--- src/hdl/pgmac_pkg.sv ---
// Package: shared types and constants for the pellet grill mode and auger controller.
`timescale 1ns / 1ps
package pgmac_pkg;
	localparam int InitialTarget = 1100;
	localparam int MinTarget = 500;
	localparam int MaxTarget = 2800;
	localparam int TargetStep = 50;
	localparam int MaxDrive = 1000;

	localparam logic [2:0] MODE_IDLE = 3'd0;
	localparam logic [2:0] MODE_STARTUP = 3'd1;
	localparam logic [2:0] MODE_RUNNING = 3'd2;
	localparam logic [2:0] MODE_SHUTDOWN = 3'd3;
	localparam logic [2:0] MODE_ERROR = 3'd4;

	localparam logic [1:0] CAUSE_NONE = 2'd0;
	localparam logic [1:0] CAUSE_SENSOR = 2'd1;
	localparam logic [1:0] CAUSE_TIMEOUT = 2'd2;

	localparam logic [2:0] FUNC_TICK = 3'd0;
	localparam logic [2:0] FUNC_START = 3'd1;
	localparam logic [2:0] FUNC_STOP = 3'd2;
	localparam logic [2:0] FUNC_RAISE = 3'd3;
	localparam logic [2:0] FUNC_LOWER = 3'd4;

	localparam logic [2:0] REG_VALID_LOW = 3'd0;
	localparam logic [2:0] REG_VALID_HIGH = 3'd1;
	localparam logic [2:0] REG_MARGIN = 3'd2;
	localparam logic [2:0] REG_TIMEOUT = 3'd3;
	localparam logic [2:0] REG_SHUT_FAN = 3'd4;
	localparam logic [2:0] REG_GAIN = 3'd5;
	localparam logic [2:0] REG_CYCLE = 3'd6;
	localparam logic [2:0] REG_MIN_DRIVE = 3'd7;
endpackage

--- src/hdl/pgmac_serial.sv ---
// Shared serial unit: 32-bit remainder and shift-add multiply for the auger window.
`timescale 1ns / 1ps
module pgmac_serial (
	input  logic        clk,
	input  logic        arst_n,
	input  logic        start,
	input  logic [31:0] now_ms,
	input  logic [19:0] cycle_ms,
	input  logic [9:0]  drive,
	output logic        done,
	output logic        on
);
	import pgmac_pkg::*;

	typedef enum logic [3:0] {
		SU_IDLE = 4'b0001,
		SU_MOD  = 4'b0010,
		SU_MUL  = 4'b0100,
		SU_CMP  = 4'b1000
	} su_state_t;

	su_state_t   state_q;
	logic [5:0]  cnt_q;
	logic [31:0] num_q;
	logic [19:0] rem_q;
	logic [29:0] acc_q;
	logic [9:0]  drv_q;
	logic [19:0] cyc_q;
	logic [20:0] rem_sh;
	logic [20:0] rem_sub;

	// Restoring division step, one quotient bit per cycle
	assign rem_sh  = {rem_q, num_q[31]};
	assign rem_sub = rem_sh - {1'b0, cyc_q};

	always_ff @(posedge clk or negedge arst_n) begin
		if (!arst_n) begin
			state_q <= SU_IDLE;
			cnt_q   <= '0;
			done    <= 1'b0;
		end else begin
			done <= 1'b0;
			unique case (state_q)
				SU_IDLE: if (start) begin
					state_q <= SU_MOD;
					cnt_q   <= 6'd32;
				end
				SU_MOD: begin
					cnt_q <= cnt_q - 6'd1;
					if (cnt_q == 6'd1) begin
						state_q <= SU_MUL;
						cnt_q   <= 6'd10;
					end
				end
				SU_MUL: begin
					cnt_q <= cnt_q - 6'd1;
					if (cnt_q == 6'd1) state_q <= SU_CMP;
				end
				SU_CMP: begin
					state_q <= SU_IDLE;
					done    <= 1'b1;
				end
				default: state_q <= SU_IDLE;
			endcase
		end
	end

	// Datapath: remainder, then cycle*drive accumulated one drive bit a cycle
	always_ff @(posedge clk) begin
		if (state_q == SU_IDLE && start) begin
			num_q <= now_ms;
			rem_q <= '0;
			acc_q <= '0;
			drv_q <= drive;
			cyc_q <= cycle_ms;
		end else if (state_q == SU_MOD) begin
			num_q <= {num_q[30:0], 1'b0};
			rem_q <= rem_sub[20] ? rem_sh[19:0] : rem_sub[19:0];
		end else if (state_q == SU_MUL) begin
			acc_q <= {acc_q[28:0], 1'b0} + (drv_q[9] ? {10'd0, cyc_q} : 30'd0);
			drv_q <= {drv_q[8:0], 1'b0};
		end else if (state_q == SU_CMP) begin
			// pos < floor(P/1000)  <=>  pos*1000 < P - (P mod 1000) <=> pos*1000+999 < P
			on <= (cyc_q != '0) &&
				(({10'd0, rem_q} * 30'd1000 + 30'd999) < acc_q);
		end
	end
endmodule

--- src/hdl/pellet_grill_mode_and_auger_control_unit.sv ---
// Top level: mode sequencer, drive computation and stream ports.
`timescale 1ns / 1ps
// Takes one event a transfer and returns one status word per event. A target, start or
// stop event, or a tick that finds the mode neither startup nor running, is worked in the
// mode rules and then loads the output register; the next event can be taken after that.
// Other ticks go through the mode rules, the drive from the registered product, then the
// shared serial unit (a start, 32 remainder steps over now_ms, 10 multiply steps for
// cycle*drive, a compare and the done strobe) and the load of the output register. The
// block is not ready while an event is in work; a finished result waits in the output
// register while the next event can already be taken, and the next result is held back
// in its last step until the waiting one has left.
module pellet_grill_mode_and_auger_control_unit #(
	parameter int INITIAL_TARGET = pgmac_pkg::InitialTarget,
	parameter int MIN_TARGET = pgmac_pkg::MinTarget,
	parameter int MAX_TARGET = pgmac_pkg::MaxTarget,
	parameter int TARGET_STEP = pgmac_pkg::TargetStep,
	parameter int MAX_DRIVE = pgmac_pkg::MaxDrive
) (
	input  logic        clk,
	input  logic        arst_n,
	input  logic        s_axis_tvalid,
	output logic        s_axis_tready,
	input  logic [55:0] s_axis_tdata,  // func[2:0], now_ms[34:3], pit_temp[50:35], sensor_ok[51]
	output logic        m_axis_tvalid,
	input  logic        m_axis_tready,
	output logic [39:0] m_axis_tdata,  // mode_now, auger_on, fan_on, igniter_on, drive_level,
	                                   // target_now, error_cause
	input  logic        cfg_valid,
	output logic        cfg_ready,
	input  logic [2:0]  cfg_index,
	input  logic [31:0] cfg_data
);
	import pgmac_pkg::*;

	typedef enum logic [4:0] {
		ST_IDLE  = 5'b00001,
		ST_MODE  = 5'b00010,
		ST_MUL   = 5'b00100,
		ST_AUGER = 5'b01000,
		ST_OUT   = 5'b10000
	} st_t;

	st_t          state_q;
	// config
	logic signed [15:0] vlow_q, vhigh_q;
	logic [10:0] margin_q;
	logic [31:0] timeout_q, shutfan_q;
	logic [15:0] gain_q;
	logic [19:0] cycle_q;
	logic [9:0]  mindrv_q;
	// state
	logic [2:0]  mode_q;
	logic [31:0] mstart_q;
	logic [14:0] target_q;
	logic [9:0]  drive_q;
	logic        aug_q, fan_q, ign_q;
	logic [1:0]  cause_q;
	// latched input
	logic [2:0]  func_q;
	logic [31:0] now_q;
	logic signed [15:0] pit_q;
	logic        ok_q;
	logic signed [33:0] prod_q;
	logic [2:0]  mode_pre_q;
	// output
	logic        ovalid_q;
	logic [39:0] odata_q;
	logic        out_free;

	logic        su_start;
	logic        su_done;
	logic        su_on;

	assign s_axis_tready = (state_q == ST_IDLE);
	assign cfg_ready = (state_q == ST_IDLE);
	assign m_axis_tvalid = ovalid_q;
	assign m_axis_tdata = odata_q;
	assign out_free = !ovalid_q || m_axis_tready;

	pgmac_serial u_serial (
		.clk(clk), .arst_n(arst_n), .start(su_start), .now_ms(now_q),
		.cycle_ms(cycle_q), .drive(drive_q), .done(su_done), .on(su_on)
	);

	// Combinational rule evaluation for one event
	logic        bad;
	logic [2:0]  m0;
	logic [31:0] elapsed;
	logic signed [16:0] diff;
	logic signed [16:0] thresh;
	logic [15:0] tgt_up, tgt_dn;
	always_comb begin
		bad = !ok_q || (pit_q < vlow_q) || (pit_q > vhigh_q);
		m0 = (bad && mode_q != MODE_ERROR) ? MODE_ERROR : mode_q;
		elapsed = now_q - mstart_q;
		diff = $signed({2'b00, target_q}) - 17'(pit_q);
		thresh = $signed({2'b00, target_q}) - $signed({6'd0, margin_q});
		tgt_up = {1'b0, target_q} + 16'(TARGET_STEP);
		tgt_dn = {1'b0, target_q} - 16'(TARGET_STEP);
	end

	// Drive from the registered product; the least running drive follows the mode
	// the rules started from, so a startup that ends this tick gets none
	logic [25:0] dshift;
	logic [9:0]  dnew;
	always_comb begin
		dshift = prod_q[33:8];
		if (prod_q <= 0) dnew = '0;
		else begin
			dnew = (dshift > 26'(MAX_DRIVE)) ? 10'(MAX_DRIVE) : dshift[9:0];
			if (mode_pre_q == MODE_RUNNING && dshift < {16'd0, mindrv_q})
				dnew = (mindrv_q > 10'(MAX_DRIVE)) ? 10'(MAX_DRIVE) : mindrv_q;
		end
	end

	always_ff @(posedge clk or negedge arst_n) begin
		if (!arst_n) begin
			state_q  <= ST_IDLE;
			vlow_q   <= -16'sd200;
			vhigh_q  <= 16'sd4000;
			margin_q <= 11'd100;
			timeout_q <= 32'd1800000;
			shutfan_q <= 32'd600000;
			gain_q   <= 16'd512;
			cycle_q  <= 20'd20000;
			mindrv_q <= 10'd50;
			mode_q   <= MODE_IDLE;
			mstart_q <= '0;
			target_q <= 15'(INITIAL_TARGET);
			drive_q  <= '0;
			aug_q    <= 1'b0;
			fan_q    <= 1'b0;
			ign_q    <= 1'b0;
			cause_q  <= CAUSE_NONE;
			ovalid_q <= 1'b0;
			su_start <= 1'b0;
		end else begin
			su_start <= 1'b0;
			if (ovalid_q && m_axis_tready) ovalid_q <= 1'b0;
			if (cfg_valid && cfg_ready) begin
				unique case (cfg_index)
					REG_VALID_LOW:  vlow_q <= cfg_data[15:0];
					REG_VALID_HIGH: vhigh_q <= cfg_data[15:0];
					REG_MARGIN:     margin_q <= cfg_data[10:0];
					REG_TIMEOUT:    timeout_q <= cfg_data;
					REG_SHUT_FAN:   shutfan_q <= cfg_data;
					REG_GAIN:       gain_q <= cfg_data[15:0];
					REG_CYCLE:      cycle_q <= cfg_data[19:0];
					REG_MIN_DRIVE:  mindrv_q <= cfg_data[9:0];
					default: ;
				endcase
			end
			unique case (state_q)
				ST_IDLE: if (s_axis_tvalid && s_axis_tready) state_q <= ST_MODE;
				ST_MODE: begin
					state_q <= ST_OUT;
					unique case (func_q)
						FUNC_TICK: begin
							if (m0 != mode_q) begin
								mstart_q <= now_q;
								cause_q <= CAUSE_SENSOR;
							end
							mode_q <= m0;
							unique case (m0)
								MODE_IDLE: begin
									drive_q <= '0; aug_q <= 1'b0; fan_q <= 1'b0; ign_q <= 1'b0;
								end
								MODE_STARTUP: begin
									fan_q <= 1'b1; ign_q <= 1'b1;
									state_q <= ST_MUL;
									if (17'(pit_q) >= thresh) begin
										mode_q <= MODE_RUNNING; mstart_q <= now_q;
										cause_q <= CAUSE_NONE;
									end else if (elapsed > timeout_q) begin
										mode_q <= MODE_ERROR; mstart_q <= now_q;
										cause_q <= CAUSE_TIMEOUT;
									end
								end
								MODE_RUNNING: begin
									fan_q <= 1'b1; ign_q <= 1'b0;
									state_q <= ST_MUL;
								end
								MODE_SHUTDOWN: begin
									drive_q <= '0; aug_q <= 1'b0; ign_q <= 1'b0;
									if (elapsed < shutfan_q) fan_q <= 1'b1;
									else begin
										fan_q <= 1'b0; mode_q <= MODE_IDLE;
										mstart_q <= now_q; cause_q <= CAUSE_NONE;
									end
								end
								default: begin
									drive_q <= '0; aug_q <= 1'b0; fan_q <= 1'b1; ign_q <= 1'b0;
								end
							endcase
						end
						FUNC_START: if (mode_q == MODE_IDLE || mode_q == MODE_SHUTDOWN) begin
							mode_q <= MODE_STARTUP; mstart_q <= now_q; cause_q <= CAUSE_NONE;
						end
						FUNC_STOP: if (mode_q != MODE_IDLE) begin
							mode_q <= MODE_SHUTDOWN; mstart_q <= now_q; cause_q <= CAUSE_NONE;
						end
						FUNC_RAISE: target_q <= (tgt_up > 16'(MAX_TARGET)) ?
							15'(MAX_TARGET) : tgt_up[14:0];
						FUNC_LOWER: target_q <= ($signed(tgt_dn) < $signed(16'(MIN_TARGET))) ?
							15'(MIN_TARGET) : tgt_dn[14:0];
						default: ;
					endcase
				end
				ST_MUL: begin
					// product and pre-rule mode were registered last cycle
					drive_q <= dnew;
					su_start <= 1'b1;
					state_q <= ST_AUGER;
				end
				ST_AUGER: if (su_done) begin
					if (mode_q == MODE_STARTUP || mode_q == MODE_RUNNING) aug_q <= su_on;
					state_q <= ST_OUT;
				end
				// wait here while an earlier status word is still unclaimed
				ST_OUT: if (out_free) begin
					ovalid_q <= 1'b1;
					state_q <= ST_IDLE;
				end
				default: state_q <= ST_IDLE;
			endcase
		end
	end

	// Payload registers: latched event, product and result word
	always_ff @(posedge clk) begin
		if (state_q == ST_IDLE && s_axis_tvalid && s_axis_tready) begin
			func_q <= s_axis_tdata[2:0];
			now_q  <= s_axis_tdata[34:3];
			pit_q  <= s_axis_tdata[50:35];
			ok_q   <= s_axis_tdata[51];
		end
		if (state_q == ST_MODE) begin
			prod_q <= diff * $signed({1'b0, gain_q});
			mode_pre_q <= m0;
		end
		if (state_q == ST_OUT && out_free)
			odata_q <= {7'd0, cause_q, target_q, drive_q, ign_q, fan_q, aug_q, mode_q};
	end

`ifndef ASSERT_OFF
	a_one_busy: assert property (@(posedge clk) disable iff (!arst_n)
		s_axis_tvalid && s_axis_tready |=> !s_axis_tready)
		else $error("accepted while busy");
	a_out_after: assert property (@(posedge clk) disable iff (!arst_n)
		state_q == ST_OUT |=> m_axis_tvalid)
		else $error("result lost");
	a_cause: assert property (@(posedge clk) disable iff (!arst_n)
		m_axis_tvalid |->
			(m_axis_tdata[2:0] == MODE_ERROR) == (m_axis_tdata[32:31] != CAUSE_NONE))
		else $error("cause mismatch");
`endif
endmodule

--- config.mk ---
export PLATFORM = sky130hd
export DESIGN_NAME = pellet_grill_mode_and_auger_control_unit
export DESIGN_NICKNAME = d
export VERILOG_FILES = /design/src/hdl/pgmac_pkg.sv /design/src/hdl/pgmac_serial.sv /design/src/hdl/pellet_grill_mode_and_auger_control_unit.sv
export SDC_FILE = /design/constraint.sdc
export NUM_CORES = 2
export LEC_CHECK = 0
export BUFFER_PORTS_ARGS = -buffer_cell sky130_fd_sc_hd__buf_2
export CAP_MARGIN = 5
export CORE_UTILIZATION = 50
export CTS_BUF_LIST = sky130_fd_sc_hd__clkbuf_4
export CTS_CLUSTER_DIAMETER = 120
export DETAILED_ROUTE_END_ITERATION = 12
export PLACE_DENSITY = 0.66
export REMOVE_ABC_BUFFERS = 1
export SETUP_SLACK_MARGIN = 0.3
export SYNTH_ARGS = -nofsm -noshare
export SYNTH_HDL_FRONTEND = slang
export SYNTH_SLANG_ARGS = --single-unit
--- constraint.sdc ---
create_clock -name clk -period 11.18 [get_ports clk]
set_clock_uncertainty 0.2 [all_clocks]
set_input_delay 2.236 -clock clk [delete_from_list [all_inputs] [get_ports clk]]
set_output_delay 2.236 -clock clk [all_outputs]
set_load 0.02 [all_outputs]
==> run_results.csv <==
group,metric,value,unit
clock_network,post_cts_buffers,0,
drt,wl_per_cell,17.93,um
clock_network,htreeDepth,4,
setup_path,cp_slowest_stage_delay,0.65,ns
setup_path,cp-start-kind,"register",
global_routing,grt_pass1_wl,166100,um
floorplan,fp.coreArea,80940,um^2
yosys,syn_area_per_cell,9.567,um^2
setup_path,path_common_cell,"fa_1",
global_routing,antenna_found_initial,9,
floorplan,die_h,288.8,um
yosys,async_flop_share,50.11,%
clock_network,clock-sinks,469,
yosys,synthTopCellsByArea,"fa_1 (17%), edfxtp_1 (13%), ha_1 (12%), dfrtp_1 (11%), inv_1 (6.6%)",
clock_network,clkTransAtPathRegs,0.07,ns
yosys,dominantRegCellSynth,"edfxtp_1",
final_layout,nets,5306,
yosys,synth_area,41120,um^2
timing,tightest_slew,1.216,ns
setup_path,crit_cells,34,
drt,drt_first_pass_iters,5,
yosys,syn_inst,4298,
yosys,synth_common_cells,"inv_1 (720), nand2_1 (495), ha_1 (391)",
setup_path,worstPathRequired,11.70,ns
final_layout,fin_util,55.27,%
timing,setup_viol,0,
drt,drc_errors,0,
min_path,hold_start,"cycle_q[1]$_DFFE_PN0P_",
yosys,synth_cell_type_count,100,
yosys,ys_seq_area_share,30.34,%
setup_path,critPathKind,"reg -> reg",
drt,via_count,30840,
timing,slew_headroom,18.82,%
global_routing,first_global_vias,31840,
timing,setup_tns,0,ns
setup_path,cp_top_family,"adder cells",
floorplan,die_area,83390,um^2
floorplan,die-width,288.8,um
placed_design,post-place-cells,5390,
yosys,synthMostInstantiatedCell,"inv_1",
setup_path,rr_endpoint,"prod_q[33]$_DFFE_PP_",
final_layout,instances_no_fill,5647,
drt,via_per_inst,5.461,
min_path,hold_path.class,"reg -> reg",
global_routing,grt_overflow,0,
setup_path,reg2reg_depth,34,
yosys,synth_top_area_share,17.24,%
placed_design,dp_hpwl,75680,um
setup_path,cp_max_fo,13,
setup_path,arrival,10.43,ns
clock_network,tritoncts,"yes",
clock_network,root_buffer,"clkbuf_4",
clock_network,cts-hold-fix-buffers,0,
clock_network,clkLatencyLatePin,1.05,ns
yosys,synth_largest_area_cell,"fa_1",
yosys,synth_edf_count,184,
drt,ant_nets,0,
yosys,synth-warning-count,0,
yosys,ys_ff_latch,469,
timing,final-max-slew-violation-count,0,
setup_path,cp-end-kind,"register",
clock_network,cts_resized,0,
clock_network,cts_buffer_depth,3,
floorplan,start_util,50.80,%
drt,drt_wl_total,101300,um
setup_path,rrSetupSlack,1.27,ns
timing,hold_viol,0,
floorplan,rows,104,
final_layout,areaGrowthSynthToFinish,8.794,%
timing,max_freq,0.1010,GHz
floorplan,io_pins,139,
outcome,outcome,"complete, no violations",
timing,min_period,9.905,ns
global_routing,grt_max_degree,96,
placed_design,gp_congestion,0.8665,
min_path,min_path_cells,0,
clock_network,cts-buffers-inserted,133,
timing,grt_setup_unrepaired,"false",
placed_design,io_buffers,126,
min_path,hold_path_end,"u_serial.cyc_q[1]$_DFFE_PP_",
setup_path,path_buf_inv,6,
timing,fin_crit_sh,88.60,%
run,drv_cap,0,
global_routing,grt_usage,25.43,%
drt,first_iter_violations,1539,
final_layout,drive_gt1_share,12.04,%
setup_path,rr_startpoint,"target_q[1]$_DFFE_PN0P_",
setup_path,crit_slowest_cell,"dfrtp_1",
## flip-flops by register name, summed over array words and instances, names as in the netlist, 14 cells and up
register        flops
gain_q             16
shutfan_q          32
mstart_q           32
u_serial.cyc_q     20
cycle_q            20
vhigh_q            16
now_q              32
vlow_q             16
timeout_q          32
m_axis_tdata       32
u_serial.num_q     32
prod_q             34
u_serial.rem_q     20
target_q           14
u_serial.acc_q     30
pit_q              16
## kinds of logic after synthesis
kind of cell | after synthesis | share of synthesized area, %
mux | 119 | 3.165
simple gates | 1158 | 13.60
compound gates | 782 | 12.21
buf+inv | 858 | 7.988
xor+xnor | 166 | 3.554
flops | 469 | 30.34
fa+ha+maj | 745 | 29.13
other cells | 1 | 0.009120
## worst max-delay path by stage
stage	start	endpoint	slack [ns]
after floorplan	target_q[2]$_DFFE_PN1P_	prod_q[33]$_DFFE_PP_	1.92
after detailed placement	target_q[1]$_DFFE_PN0P_	prod_q[33]$_DFFE_PP_	1.37
final	target_q[1]$_DFFE_PN0P_	prod_q[33]$_DFFE_PP_	1.27
after global routing	target_q[1]$_DFFE_PN0P_	prod_q[33]$_DFFE_PP_	0.71
after CTS	target_q[1]$_DFFE_PN0P_	prod_q[33]$_DFFE_PP_	1.32
after global placement	target_q[1]$_DFFE_PN0P_	prod_q[33]$_DFFE_PP_	1.51
## per-stage QoR
stage | hold WS, ns | cell area (um^2) | worst slack (ns)
finish | 0.2274 | 44730 | 1.275
global route | 0.2458 | 44730 | 0.7104
CTS | 0.2095 | 44710 | 1.321
detailed placement | 0.2312 | 42870 | 1.367
global placement | 0.2263 | 42870 | 1.506
floorplan | 0.2211 | 40570 | 1.917
## metal layers
layer	track usage, %	part of all wire, %	vias up
met1	33.25	44	15180
li1	-	-	14750
met5	0	0.018	-
met3	4.400	5.0	202
met2	42.63	48	701
met4	8.566	3.1	4
## placed cells by master (no fill, tap or decap), types with 57 or more instances in the layout
cell      count
a21o_1       88
a21oi_1     165
and2_1      130
buf_2       125
clkbuf_4    204
dfrtp_1     181
edfxtp_1    184
fa_1        354
ha_1        391
inv_1       718
mux2_2       58
nand2_1     495
nand3_1      73
nor2_1      145
nor3_1       57
o21ai_0     221
xnor2_1     114
## layout make-up
class                      count  area (um^2)
antenna                       11        27.53
clock inverter                42        305.3
clock buffer                 204         1531
inverter                     722         2710
sequential                   469        12470
multi-input combinational   2978        25460
fill                        7406        36200
tap                         1060         1326
timing repair buffer         161        903.4
Power is not shown: default switching activity piles up to over one toggle a cycle in this logic, so the estimate is an artifact.
